===== src/hw/rtl/sha_pkg.sv =====
`timescale 1ns / 1ps

package sha_pkg;

   // Word and field widths
   localparam int WORD_W    = 32;
   localparam int BYTE_W    = 8;
   localparam int OPCODE_W  = 1;
   localparam int INDEX_W   = 3;
   localparam int CHAIN_N   = 8;
   localparam int BLOCK_W   = 512;
   localparam int FILL_W    = 6;
   localparam int ROUND_W   = 6;
   localparam int LENGTH_W  = 64;

   // Request opcodes
   localparam logic [OPCODE_W-1:0] OP_ABSORB = 1'b0;
   localparam logic [OPCODE_W-1:0] OP_FINISH = 1'b1;

   // Padding constants
   localparam logic [BYTE_W-1:0] PAD_MARK  = 8'h80;
   localparam logic [BYTE_W-1:0] PAD_ZERO  = 8'h00;
   localparam logic [FILL_W-1:0] LEN_START = 6'd56;
   localparam logic [FILL_W-1:0] FILL_LAST = 6'd63;
   localparam logic [ROUND_W-1:0] ROUND_LAST = 6'd63;
   localparam logic [INDEX_W-1:0] WORD_LAST  = 3'd7;

   // Sequencer states
   typedef enum logic [2:0] {
      ST_IDLE,
      ST_PAD,
      ST_LOAD,
      ST_ROUND,
      ST_UPDATE,
      ST_EMIT
   } state_type;

   localparam logic [WORD_W-1:0] H_INIT [0:CHAIN_N-1] = '{
      32'h6a09e667, 32'hbb67ae85, 32'h3c6ef372, 32'ha54ff53a,
      32'h510e527f, 32'h9b05688c, 32'h1f83d9ab, 32'h5be0cd19
   };

   localparam logic [WORD_W-1:0] ROUND_K [0:63] = '{
      32'h428a2f98, 32'h71374491, 32'hb5c0fbcf, 32'he9b5dba5,
      32'h3956c25b, 32'h59f111f1, 32'h923f82a4, 32'hab1c5ed5,
      32'hd807aa98, 32'h12835b01, 32'h243185be, 32'h550c7dc3,
      32'h72be5d74, 32'h80deb1fe, 32'h9bdc06a7, 32'hc19bf174,
      32'he49b69c1, 32'hefbe4786, 32'h0fc19dc6, 32'h240ca1cc,
      32'h2de92c6f, 32'h4a7484aa, 32'h5cb0a9dc, 32'h76f988da,
      32'h983e5152, 32'ha831c66d, 32'hb00327c8, 32'hbf597fc7,
      32'hc6e00bf3, 32'hd5a79147, 32'h06ca6351, 32'h14292967,
      32'h27b70a85, 32'h2e1b2138, 32'h4d2c6dfc, 32'h53380d13,
      32'h650a7354, 32'h766a0abb, 32'h81c2c92e, 32'h92722c85,
      32'ha2bfe8a1, 32'ha81a664b, 32'hc24b8b70, 32'hc76c51a3,
      32'hd192e819, 32'hd6990624, 32'hf40e3585, 32'h106aa070,
      32'h19a4c116, 32'h1e376c08, 32'h2748774c, 32'h34b0bcb5,
      32'h391c0cb3, 32'h4ed8aa4a, 32'h5b9cca4f, 32'h682e6ff3,
      32'h748f82ee, 32'h78a5636f, 32'h84c87814, 32'h8cc70208,
      32'h90befffa, 32'ha4506ceb, 32'hbef9a3f7, 32'hc67178f2
   };

   // Rotate right by a constant amount
   function automatic logic [WORD_W-1:0] rotr(input logic [WORD_W-1:0] x,
                                               input logic [4:0] n);
      logic [2*WORD_W-1:0] d;
      d = {x, x} >> n;
      return d[WORD_W-1:0];
   endfunction

   function automatic logic [WORD_W-1:0] big_sigma0(input logic [WORD_W-1:0] x);
      return rotr(x, 5'd2) ^ rotr(x, 5'd13) ^ rotr(x, 5'd22);
   endfunction

   function automatic logic [WORD_W-1:0] big_sigma1(input logic [WORD_W-1:0] x);
      return rotr(x, 5'd6) ^ rotr(x, 5'd11) ^ rotr(x, 5'd25);
   endfunction

   function automatic logic [WORD_W-1:0] small_sigma0(input logic [WORD_W-1:0] x);
      return rotr(x, 5'd7) ^ rotr(x, 5'd18) ^ (x >> 3);
   endfunction

   function automatic logic [WORD_W-1:0] small_sigma1(input logic [WORD_W-1:0] x);
      return rotr(x, 5'd17) ^ rotr(x, 5'd19) ^ (x >> 10);
   endfunction

   function automatic logic [WORD_W-1:0] choose(input logic [WORD_W-1:0] e,
                                                input logic [WORD_W-1:0] f,
                                                input logic [WORD_W-1:0] g);
      return (e & f) ^ (~e & g);
   endfunction

   function automatic logic [WORD_W-1:0] majority(input logic [WORD_W-1:0] a,
                                                  input logic [WORD_W-1:0] b,
                                                  input logic [WORD_W-1:0] c);
      return (a & b) ^ (a & c) ^ (b & c);
   endfunction

endpackage


===== src/hw/rtl/sha_if.sv =====
`timescale 1ns / 1ps

// Request channel: one opcode and message byte per word
interface sha_req_if;
   import sha_pkg::*;

   logic                valid;
   logic                ready;
   logic [OPCODE_W-1:0] opcode;
   logic [BYTE_W-1:0]   data_byte;

   modport source (output valid, output opcode, output data_byte, input ready);
   modport sink   (input valid, input opcode, input data_byte, output ready);
endinterface

// Response channel: one digest word per word
interface sha_rsp_if;
   import sha_pkg::*;

   logic               valid;
   logic               ready;
   logic [WORD_W-1:0]  digest_word;
   logic [INDEX_W-1:0] word_index;
   logic               last_word;

   modport source (output valid, output digest_word, output word_index,
                   output last_word, input ready);
   modport sink   (input valid, input digest_word, input word_index,
                   input last_word, output ready);
endinterface


===== src/hw/rtl/sha256_stream_hasher.sv =====
`timescale 1ns / 1ps

// SHA-256 over a byte stream. Each absorb word on req_ch shifts one byte into the block;
// the byte that completes a 64-byte block also starts the compression, which
// holds req_ch.ready low through the load, 64 rounds through the one shared
// round unit at one round per cycle, and the chain update. A finish word pads
// the tail one byte per cycle, runs one compression when fewer than 56 bytes
// are pending (else two), and then presents the eight digest words on rsp_ch,
// most significant first, one per cycle that rsp_ch.ready allows; req_ch.ready
// stays low until the last one is taken, after which the block is set up for
// the next message.
module sha256_stream_hasher (
   input  logic      clock,
   input  logic      reset,
   sha_req_if.sink   req_ch,
   sha_rsp_if.source rsp_ch
);
   import sha_pkg::*;

   state_type state_ff, state_in;

   logic [BLOCK_W-1:0]               block_ff, block_in;
   logic [FILL_W-1:0]                fill_ff, fill_in;
   logic [LENGTH_W-1:0]              bits_ff, bits_in;
   logic [CHAIN_N-1:0][WORD_W-1:0]   vars_ff, vars_in;
   logic [CHAIN_N-1:0][WORD_W-1:0]   chain_ff, chain_in;
   logic [ROUND_W-1:0]               round_ff, round_in;
   logic                             pad_active_ff, pad_active_in;
   logic                             pad_first_ff, pad_first_in;
   logic                             pad_done_ff, pad_done_in;
   logic                             in_len_ff, in_len_in;
   logic [INDEX_W-1:0]               len_cnt_ff, len_cnt_in;
   logic [INDEX_W-1:0]               emit_cnt_ff, emit_cnt_in;

   logic                req_fire;
   logic                rsp_fire;
   logic                push_en;
   logic [BYTE_W-1:0]   push_byte;
   logic                len_phase;
   logic [FILL_W-1:0]   len_shift;
   logic [BYTE_W-1:0]   len_byte;
   logic [BYTE_W-1:0]   pad_byte;
   logic [WORD_W-1:0]   w_cur;
   logic [WORD_W-1:0]   w_next;
   logic [WORD_W-1:0]   t1;
   logic [WORD_W-1:0]   t2;

   assign req_fire = req_ch.valid && req_ch.ready;
   assign rsp_fire = rsp_ch.valid && rsp_ch.ready;

   // Pick the padding byte: marker, zeros, then the big-endian bit length
   assign len_phase = in_len_ff || (!pad_first_ff && (fill_ff == LEN_START));
   assign len_shift = {~len_cnt_ff, 3'b000};
   assign len_byte  = bits_ff[len_shift +: BYTE_W];
   assign pad_byte  = pad_first_ff ? PAD_MARK : (len_phase ? len_byte : PAD_ZERO);

   // Round unit and message schedule, oldest schedule word at the top
   assign w_cur  = block_ff[BLOCK_W-1 -: WORD_W];
   assign w_next = small_sigma1(block_ff[1*WORD_W +: WORD_W])
                 + block_ff[6*WORD_W +: WORD_W]
                 + small_sigma0(block_ff[14*WORD_W +: WORD_W])
                 + w_cur;
   assign t1 = vars_ff[7] + big_sigma1(vars_ff[4])
             + choose(vars_ff[4], vars_ff[5], vars_ff[6])
             + ROUND_K[round_ff] + w_cur;
   assign t2 = big_sigma0(vars_ff[0]) + majority(vars_ff[0], vars_ff[1], vars_ff[2]);

   // Next state
   always_comb begin
      state_in = state_ff;
      case (state_ff)
         ST_IDLE: begin
            if (req_fire) begin
               if (req_ch.opcode == OP_FINISH) begin
                  state_in = ST_PAD;
               end else if (fill_ff == FILL_LAST) begin
                  state_in = ST_LOAD;
               end
            end
         end
         ST_PAD: begin
            if (fill_ff == FILL_LAST) begin
               state_in = ST_LOAD;
            end
         end
         ST_LOAD: state_in = ST_ROUND;
         ST_ROUND: begin
            if (round_ff == ROUND_LAST) begin
               state_in = ST_UPDATE;
            end
         end
         ST_UPDATE: begin
            if (pad_done_ff) begin
               state_in = ST_EMIT;
            end else if (pad_active_ff) begin
               state_in = ST_PAD;
            end else begin
               state_in = ST_IDLE;
            end
         end
         ST_EMIT: begin
            if (rsp_fire && (emit_cnt_ff == WORD_LAST)) begin
               state_in = ST_IDLE;
            end
         end
         default: state_in = ST_IDLE;
      endcase
   end

   // Handshakes, result word and byte push control
   always_comb begin
      req_ch.ready       = (state_ff == ST_IDLE);
      rsp_ch.valid       = (state_ff == ST_EMIT);
      rsp_ch.digest_word = chain_ff[0];
      rsp_ch.word_index  = emit_cnt_ff;
      rsp_ch.last_word   = (emit_cnt_ff == WORD_LAST);
      push_en            = 1'b0;
      push_byte          = req_ch.data_byte;
      case (state_ff)
         ST_IDLE: push_en = req_fire && (req_ch.opcode == OP_ABSORB);
         ST_PAD: begin
            push_en   = 1'b1;
            push_byte = pad_byte;
         end
         default: push_en = 1'b0;
      endcase
   end

   // Datapath next values
   always_comb begin
      block_in      = block_ff;
      fill_in       = fill_ff;
      bits_in       = bits_ff;
      vars_in       = vars_ff;
      chain_in      = chain_ff;
      round_in      = round_ff;
      pad_active_in = pad_active_ff;
      pad_first_in  = pad_first_ff;
      pad_done_in   = pad_done_ff;
      in_len_in     = in_len_ff;
      len_cnt_in    = len_cnt_ff;
      emit_cnt_in   = emit_cnt_ff;

      // Shift one byte into the block; the fill wraps to zero on the last one
      if (push_en) begin
         block_in = {block_ff[BLOCK_W-BYTE_W-1:0], push_byte};
         fill_in  = fill_ff + 6'd1;
      end

      case (state_ff)
         ST_IDLE: begin
            if (req_fire) begin
               if (req_ch.opcode == OP_ABSORB) begin
                  bits_in = bits_ff + 64'd8;
               end else begin
                  pad_active_in = 1'b1;
                  pad_first_in  = 1'b1;
               end
            end
         end
         ST_PAD: begin
            pad_first_in = 1'b0;
            if (len_phase) begin
               in_len_in  = 1'b1;
               len_cnt_in = len_cnt_ff + 3'd1;
               if (len_cnt_ff == WORD_LAST) begin
                  pad_done_in = 1'b1;
               end
            end
         end
         ST_LOAD: begin
            vars_in  = chain_ff;
            round_in = '0;
         end
         ST_ROUND: begin
            vars_in  = {vars_ff[6], vars_ff[5], vars_ff[4], vars_ff[3] + t1,
                        vars_ff[2], vars_ff[1], vars_ff[0], t1 + t2};
            block_in = {block_ff[BLOCK_W-WORD_W-1:0], w_next};
            round_in = round_ff + 6'd1;
         end
         ST_UPDATE: begin
            for (int j = 0; j < CHAIN_N; j++) begin
               chain_in[j] = chain_ff[j] + vars_ff[j];
            end
         end
         ST_EMIT: begin
            // Advance the digest and refill the chain with the initial values
            if (rsp_fire) begin
               for (int j = 0; j < CHAIN_N - 1; j++) begin
                  chain_in[j] = chain_ff[j+1];
               end
               chain_in[CHAIN_N-1] = H_INIT[emit_cnt_ff];
               emit_cnt_in         = emit_cnt_ff + 3'd1;
               if (emit_cnt_ff == WORD_LAST) begin
                  bits_in       = '0;
                  pad_active_in = 1'b0;
                  pad_done_in   = 1'b0;
                  in_len_in     = 1'b0;
               end
            end
         end
         default: begin
            round_in = round_ff;
         end
      endcase
   end

   // Control registers
   always_ff @(posedge clock) begin
      if (reset) begin
         state_ff      <= ST_IDLE;
         fill_ff       <= '0;
         bits_ff       <= '0;
         round_ff      <= '0;
         pad_active_ff <= 1'b0;
         pad_first_ff  <= 1'b0;
         pad_done_ff   <= 1'b0;
         in_len_ff     <= 1'b0;
         len_cnt_ff    <= '0;
         emit_cnt_ff   <= '0;
         for (int j = 0; j < CHAIN_N; j++) begin
            chain_ff[j] <= H_INIT[j];
         end
      end else begin
         state_ff      <= state_in;
         fill_ff       <= fill_in;
         bits_ff       <= bits_in;
         round_ff      <= round_in;
         pad_active_ff <= pad_active_in;
         pad_first_ff  <= pad_first_in;
         pad_done_ff   <= pad_done_in;
         in_len_ff     <= in_len_in;
         len_cnt_ff    <= len_cnt_in;
         emit_cnt_ff   <= emit_cnt_in;
         chain_ff      <= chain_in;
      end
   end

   // Block window and working variables
   always_ff @(posedge clock) begin
      block_ff <= block_in;
      vars_ff  <= vars_in;
   end

   // A request is never taken while a digest word is on offer
   a_no_overlap: assert property (@(posedge clock) disable iff (reset)
      req_fire |-> !rsp_ch.valid)
      else $error("request taken while digest pending");

   // Padding always ends on a block boundary before the digest goes out
   a_emit_aligned: assert property (@(posedge clock) disable iff (reset)
      (state_ff == ST_EMIT) |-> ((fill_ff == '0) && pad_done_ff))
      else $error("digest emitted with bytes still pending");

   // The last digest word leaves the block ready for a fresh message
   a_restart: assert property (@(posedge clock) disable iff (reset)
      (rsp_fire && rsp_ch.last_word) |=>
         ((state_ff == ST_IDLE) && (bits_ff == '0) && (chain_ff[0] == H_INIT[0])))
      else $error("block not reinitialized after digest");

   // The sixty-fourth round hands over to the chain update
   a_round_end: assert property (@(posedge clock) disable iff (reset)
      ((state_ff == ST_ROUND) && (round_ff == ROUND_LAST)) |=> (state_ff == ST_UPDATE))
      else $error("compression did not end after the last round");

endmodule


===== src/flat_wrapper.sv =====
// flat-port wrapper written by rule: the top's interface ports become plain ports
module sha256_stream_hasher_flat import sha_pkg::*;
  (clock, reset, req_ch_valid, req_ch_opcode, req_ch_data_byte, req_ch_ready, rsp_ch_valid, rsp_ch_digest_word, rsp_ch_word_index, rsp_ch_last_word, rsp_ch_ready);
  sha_req_if req_ch_i ();
  sha_rsp_if rsp_ch_i ();
  input  logic clock;
  input  logic reset;
  input wire logic [$bits(req_ch_i.valid)-1:0] req_ch_valid;
  input wire logic [$bits(req_ch_i.opcode)-1:0] req_ch_opcode;
  input wire logic [$bits(req_ch_i.data_byte)-1:0] req_ch_data_byte;
  output wire logic [$bits(req_ch_i.ready)-1:0] req_ch_ready;
  output wire logic [$bits(rsp_ch_i.valid)-1:0] rsp_ch_valid;
  output wire logic [$bits(rsp_ch_i.digest_word)-1:0] rsp_ch_digest_word;
  output wire logic [$bits(rsp_ch_i.word_index)-1:0] rsp_ch_word_index;
  output wire logic [$bits(rsp_ch_i.last_word)-1:0] rsp_ch_last_word;
  input wire logic [$bits(rsp_ch_i.ready)-1:0] rsp_ch_ready;
  assign req_ch_i.valid = req_ch_valid;
  assign req_ch_i.opcode = req_ch_opcode;
  assign req_ch_i.data_byte = req_ch_data_byte;
  assign req_ch_ready = req_ch_i.ready;
  assign rsp_ch_valid = rsp_ch_i.valid;
  assign rsp_ch_digest_word = rsp_ch_i.digest_word;
  assign rsp_ch_word_index = rsp_ch_i.word_index;
  assign rsp_ch_last_word = rsp_ch_i.last_word;
  assign rsp_ch_i.ready = rsp_ch_ready;
  sha256_stream_hasher u_core (.clock(clock), .reset(reset), .req_ch(req_ch_i), .rsp_ch(rsp_ch_i));
endmodule

===== config.mk =====
export PLATFORM = sky130hd
export DESIGN_NAME = sha256_stream_hasher_flat
export DESIGN_NICKNAME = d
export VERILOG_FILES = /design/src/hw/rtl/sha_pkg.sv /design/src/hw/rtl/sha_if.sv /design/src/hw/rtl/sha256_stream_hasher.sv /design/src/flat_wrapper.sv
export SDC_FILE = /design/constraint.sdc
export NUM_CORES = 2
export LEC_CHECK = 0
export BUFFER_PORTS_ARGS = -buffer_cell sky130_fd_sc_hd__buf_4
export CORE_ASPECT_RATIO = 2
export CORE_MARGIN = 8
export CORE_UTILIZATION = 59
export DETAILED_ROUTE_END_ITERATION = 16
export GPL_ROUTABILITY_DRIVEN = 0
export PLACE_DENSITY = 0.78
export SLEW_MARGIN = 30
export SYNTH_ARGS = -nofsm -noshare
export SYNTH_HDL_FRONTEND = slang
export SYNTH_SLANG_ARGS = --single-unit

===== constraint.sdc =====
create_clock -name clock -period 8.1 [get_ports clock]
set_clock_uncertainty 0.15 [all_clocks]
set_input_delay 0.81 -clock clock [delete_from_list [all_inputs] [get_ports clock]]
set_output_delay 0.81 -clock clock [all_outputs]
set_load 0.005 [all_outputs]

# [Word level (Yosys, flattened, before mapping)]
# Memories as Yosys holds them, arrays and structs flattened.
# Index checks and enable logic that the tools add are counted.
[totals] regBits=1113 output_inout_bits=38 mem_bits_ro=2304 elab_cells=156 in_bits=13 n_memories=2
[op_classes] add_sub_neg=23 reduce_logical=23 muxes=38 order_cmp=2 eq_ne=19 bitwise_logic=21 n_shift=1
[mem_list] memory="(name not given)" words=64 width=32 read_ports=1 rd_ports_with_merged_regs=0 wr=0 line="sha256_stream_hasher.sv:65" rtl="+ ROUND_K[round_ff] + w_cur;"
[mem_list] memory="(name not given)" words=8 width=32 read_ports=1 rd_ports_with_merged_regs=0 wr=0 line="sha256_stream_hasher.sv:192" rtl="chain_in[CHAIN_N-1] = H_INIT[emit_cnt_ff];"
[op_table] op="$mux W512" count=2
[op_table] op="$pmux W256 S2" count=2
[op_table] op="$add A32 B32 Y32" count=18
[op_table] op="$xor A32 B32 Y32" count=9
[op_table] op="$mux W256" count=1
[op_table] op="$mux W64" count=4
[op_table] op="$and A32 B32 Y32" count=5
[op_table] op="$mux W32" count=4
[op_table] op="$pmux W64 S2" count=1
[op_table] op="$add A64 B4 Y64 const B" count=1
[op_table] op="$shiftx A64 B7 Y8" count=1
[op_table] op="$not A32 Y32" count=1
[op_table] op="$xor A32 B22 Y32" count=1
[op_table] op="$xor A32 B29 Y32" count=1
[op_table] op="$mux W8" count=3
[op_table] op="$eq A6 B6 Y1 const B" count=3
[op_table] op="$mux W3" count=6
[op_table] op="$pmux W3 S6" count=1
[op_table] op="$reduce_and A5 Y1" count=3
[op_table] op="$add A6 B1 Y6 const B" count=2
[op_table] op="$eq A3 B3 Y1 const B" count=4
[op_table] op="$ne A2 B2 Y1 const B" count=6
[op_table] op="$pmux W6 S2" count=1
[op_table] op="$reduce_bool A2 Y1" count=6
[op_table] op="19 further kinds" count=41

# [Depth between registers and ports, before layout]
[logic_depth] word_depth=8 mapped_depth=41 depth_no_buf=40

# [Least setup slack after synthesis]
# Ideal clock, no wire load.
[synth_timing] kind="reg2reg" from="reg u_core.round_ff[1]" to="reg u_core.vars_ff[31] (netlist bit) (data pin)" path_buffers=3 required_ps=7683 setup_ps=267 synth_period_minus_slack_ps=8577 stages_incl_launch_ff=40 path_slack_ps=-477 arrival_time_ps=8160 cell_sequence="dfxtp_1 clkbuf_1 inv_1 ha_1 clkbuf_1 clkbuf_1 o21ai_0 o21ai_0 nor2_1 a221oi_1 a21oi_1 fa_1 fa_1 fa_1 inv_1 ha_1 fa_1 a211oi_1 (+4 left out) a41o_1 a21oi_1 o21bai_1 a21oi_1 xnor2_1 fa_1 ha_1 a21o_1 a21oi_1 nand2_1 nor2_1 nand3_1 nand3_1 nand3_1 o41ai_1 xnor2_1 xnor2_1 o21ai_0"
[synth_rtl] item="from (decl)" line="sha256_stream_hasher.sv:27" rtl="logic [ROUND_W-1:0] round_ff, round_in;"
[synth_rtl] item="from (signal assigned)" line="sha256_stream_hasher.sv:228" rtl="round_ff <= round_in;"
[synth_rtl] item="to (signal assigned)" line="sha256_stream_hasher.sv:242" rtl="vars_ff <= vars_in;"
[synth_rtl] item="to (decl)" line="sha256_stream_hasher.sv:25" rtl="logic [CHAIN_N-1:0][WORD_W-1:0] vars_ff, vars_in;"

==> flow_metrics.py <==
metrics = {
    "floorplanning": {
        "rows": 186,
        "start_util_pct": 59.2,
        "die_y_um": 522,
        "fp.coreArea_um2": 128000,
        "io_pins": 51,
        "die_x_um": 269,
        "die_area_um2": 140000,
    },
    "sta": {
        "grt_setup_unrepaired": "yes",
        "slew_violations": 0,
        "slew-limit-headroom_pct": 25.3,
        "post-route-min-period_ns": 8.21,
        "worst_slack_ns": -0.115,
        "final-setup-viol-count": 4,
        "tightest_slew_ns": 1.12,
        "final_hold_viol_count": 0,
        "min_period_over_period_pct": 101,
        "fmax_mhz": 122,
    },
    "pwr": {
        "fin_total_pwr_mw": 15.3,
        "comb_power_share_pct": 23.9,
        "powerDensity_nw_per_um2": 182,
        "power.internal_mw": 10.7,
        "power_frac_seq_pct": 42.8,
        "p_clk_share_pct": 33.2,
        "power.leakage_nw": 34.4,
        "swShare_pct": 30.0,
        "p_sw_mw": 4.57,
        "vdd_drop_max_v": 0.000184,
    },
    "hold_path": {
        "hold_path_class": "in -> reg",
        "min_from": "req_ch_opcode",
        "min_path_cells": 3,
    },
    "layout": {
        "syn_to_final_growth_pct": 10.6,
        "layout-drive-gt1-share_pct": 9.40,
        "final_nets": 9312,
        "n_fill_cell": 10300,
        "multi_input_area_um2": 43300,
        "regArea_um2": 29900,
        "layout_common_cells": "nand2_1 (2510), edfxtp_1 (768), nor2_1 (493)",
        "final_common_cell": "nand2_1",
    },
    "place": {
        "hpwl_um": 156000,
        "io_buffers": 50,
        "pre_cts_ws_ns": -0.611,
    },
    "setup_path": {
        "r2r_end": "u_core.vars_ff[28]",
        "path_delay_family": "compound AO/OA/AOI/OAI gates",
        "crit_end": "u_core.vars_ff[28]",
        "slowest_stage": "fa_1",
        "critPathMaxStageDelay_ns": 0.52,
        "startpoint": "u_core.round_ff[0]",
        "endpoint_kind": "register",
        "rr_worst_depth": 39,
        "cp.buffers_inverters": 9,
        "worstReg2RegStart": "u_core.round_ff[0]",
        "arrival_ns": 8.62,
        "crit_cells": 39,
        "cp-start-kind": "register",
        "rrSetupSlack_ns": -0.11,
        "critPathKind": "reg -> reg",
        "worstPathRequired_ns": 8.50,
        "cp_max_fo": 6,
    },
    "synthesis": {
        "avgSynthCellArea_um2": 8.68,
        "yosysWarnings": 0,
        "yosys_register_bits": 1110,
        "synth_cells": 8702,
        "synth_flop_cell": "edfxtp_1",
        "async_flop_share_pct": 0,
        "syn-num-nets": 9316,
        "yosysUniqueCellTypes": 102,
        "synth_edf_count": 768,
        "synth_area_um2": 75600,
        "seq_area_frac_synth_pct": 39.6,
    },
    "global_route": {
        "grt_max_degree": 244,
        "antenna_found_initial": 2,
        "grtUsageTotal_pct": 31.2,
        "grt_overflow": 0,
        "grt_pass1_vias": 60900,
        "grt_pass1_wl_um": 346000,
    },
    "route": {
        "dr.pass1.iters": 12,
        "routed_wl_um": 226000,
        "wl_per_cell_um": 21.6,
        "remaining_drc_errors": 0,
        "viasPerCell": 6.25,
        "via_count": 65600,
        "antenna_left": 0,
        "drtIter0Drc": 8526,
    },
    "clock_tree": {
        "clockBufferDepth": 3,
        "clk-insertion-delay-late_ns": 0.72,
        "cts_tree": "done",
        "clk_pin_slew_worst_paths_ns": 0.07,
        "cts_sinks": 1110,
        "postCtsHoldBufs": 0,
        "cts_root_buf": "clkbuf_16",
        "cts_max_level": 3,
        "cts_buffers": 102,
    },
    "flow_run": {
        "max_cap_violations": 0,
    },
    "run_status": {
        "violations": "negative setup slack",
        "status": "finished with violations",
    },
}
kinds of logic (layout without fill, tap and decap cells):
logic type      Yosys count  after routing  synth area share, %
fa+ha+maj               627            627                 12.2
compound gates         1819           1819                 15.6
flops                  1110           1110                 39.6
xor+xnor                612            612                 7.09
other cells               0              3                    0
simple gates           3610           3610                 19.6
buf+inv                 835            920                 4.33
mux                      89             89                 1.51
state kept, by name (all words and copies together), names as in the netlist:
name                       count
u_core.state_ff                3
u_core.in_len_ff               1
u_core.round_ff                6
u_core.vars_ff               256
u_core.bits_ff                61
u_core.len_cnt_ff              3
u_core.fill_ff                 6
u_core.pad_active_ff           1
u_core.rsp_ch.word_index       3
u_core.block_ff              512
u_core.pad_done_ff             1
u_core.rsp_ch.digest_word     32
u_core.chain_ff              224
u_core.pad_first_ff            1
cells in the mapped netlist, types with 155 or more instances:
cell type / number / area, um^2
a21o_1: 155 / 1160
a21oi_1: 491 / 2460
clkbuf_1: 477 / 1790
dfxtp_1: 342 / 6850
edfxtp_1: 768 / 23100
fa_1: 195 / 3900
ha_1: 406 / 5080
inv_1: 276 / 1040
nand2_1: 2515 / 9440
nor2_1: 507 / 1900
o21ai_0: 410 / 2050
xnor2_1: 400 / 3500
xor2_1: 212 / 1860
worst min-delay path by stage:
stage,end,slack (ns)
finish,u_core.pad_first_ff,0.28
global route,u_core.pad_first_ff,0.26
floorplan,u_core.pad_active_ff,0.29
global placement,u_core.pad_active_ff,0.31
CTS,u_core.pad_first_ff,0.23
detailed placement,u_core.pad_active_ff,0.32
power by group through the flow:
stage               logic [mW]  registers [mW]  clock network, mW
global route              3.96            6.55               5.33
floorplan                 2.40            6.55                  0
detailed placement        3.38            6.65                  0
CTS                       3.47            6.53               5.13
finish                    3.65            6.53               5.07
global placement          3.30            6.64                  0
layer usage:
layer	part of all wire [%]	track usage, %	vias up
li1	-	-	30000
met1	39	42.1	31200
met2	44	46.6	3498
met3	11	6.55	803
met4	6.4	16.8	0
met5	0	0	-
worst min-delay path: stages:
cell      delay [ns]
buf_4           0.14
nand3_1         0.06
a221oi_1        0.07
timing repair:
item / in CTS / in global routing
endpoints found under the setup margin: 21 / 23
gates cloned: 0 / 1
setup buffers: 9 / 11
pin swaps: 43 / 59
gates resized for setup: 92 / 102
layout make-up:
class | count | share of cell area (%)
flip-flops and latches | 1110 | 35.8
well taps | 1692 | 2.53
clock inverters | 64 | 0.835
clock buffers | 129 | 3.26
inverters | 278 | 1.27
diodes | 3 | 0.00898
repair buffers | 449 | 4.54
multi-input cells | 6757 | 51.7
stage by stage:
step           TNS [ns]  instances  cell area [um^2]  hold slack [ns]  util (%)
6_report         -0.320      10500             83600            0.275      65.4
4_1_cts               0      10500             82900            0.228      64.9
3_5_place_dp      -4.15      10300             79000            0.321      61.8
3_3_place_gp      -2.32      10300             79000            0.308      61.8
2_1_floorplan    -0.108       8702             75600            0.287         -
5_1_grt           -2.24      10500             83600            0.257      65.4
Power figures use the tool's default switching activity.
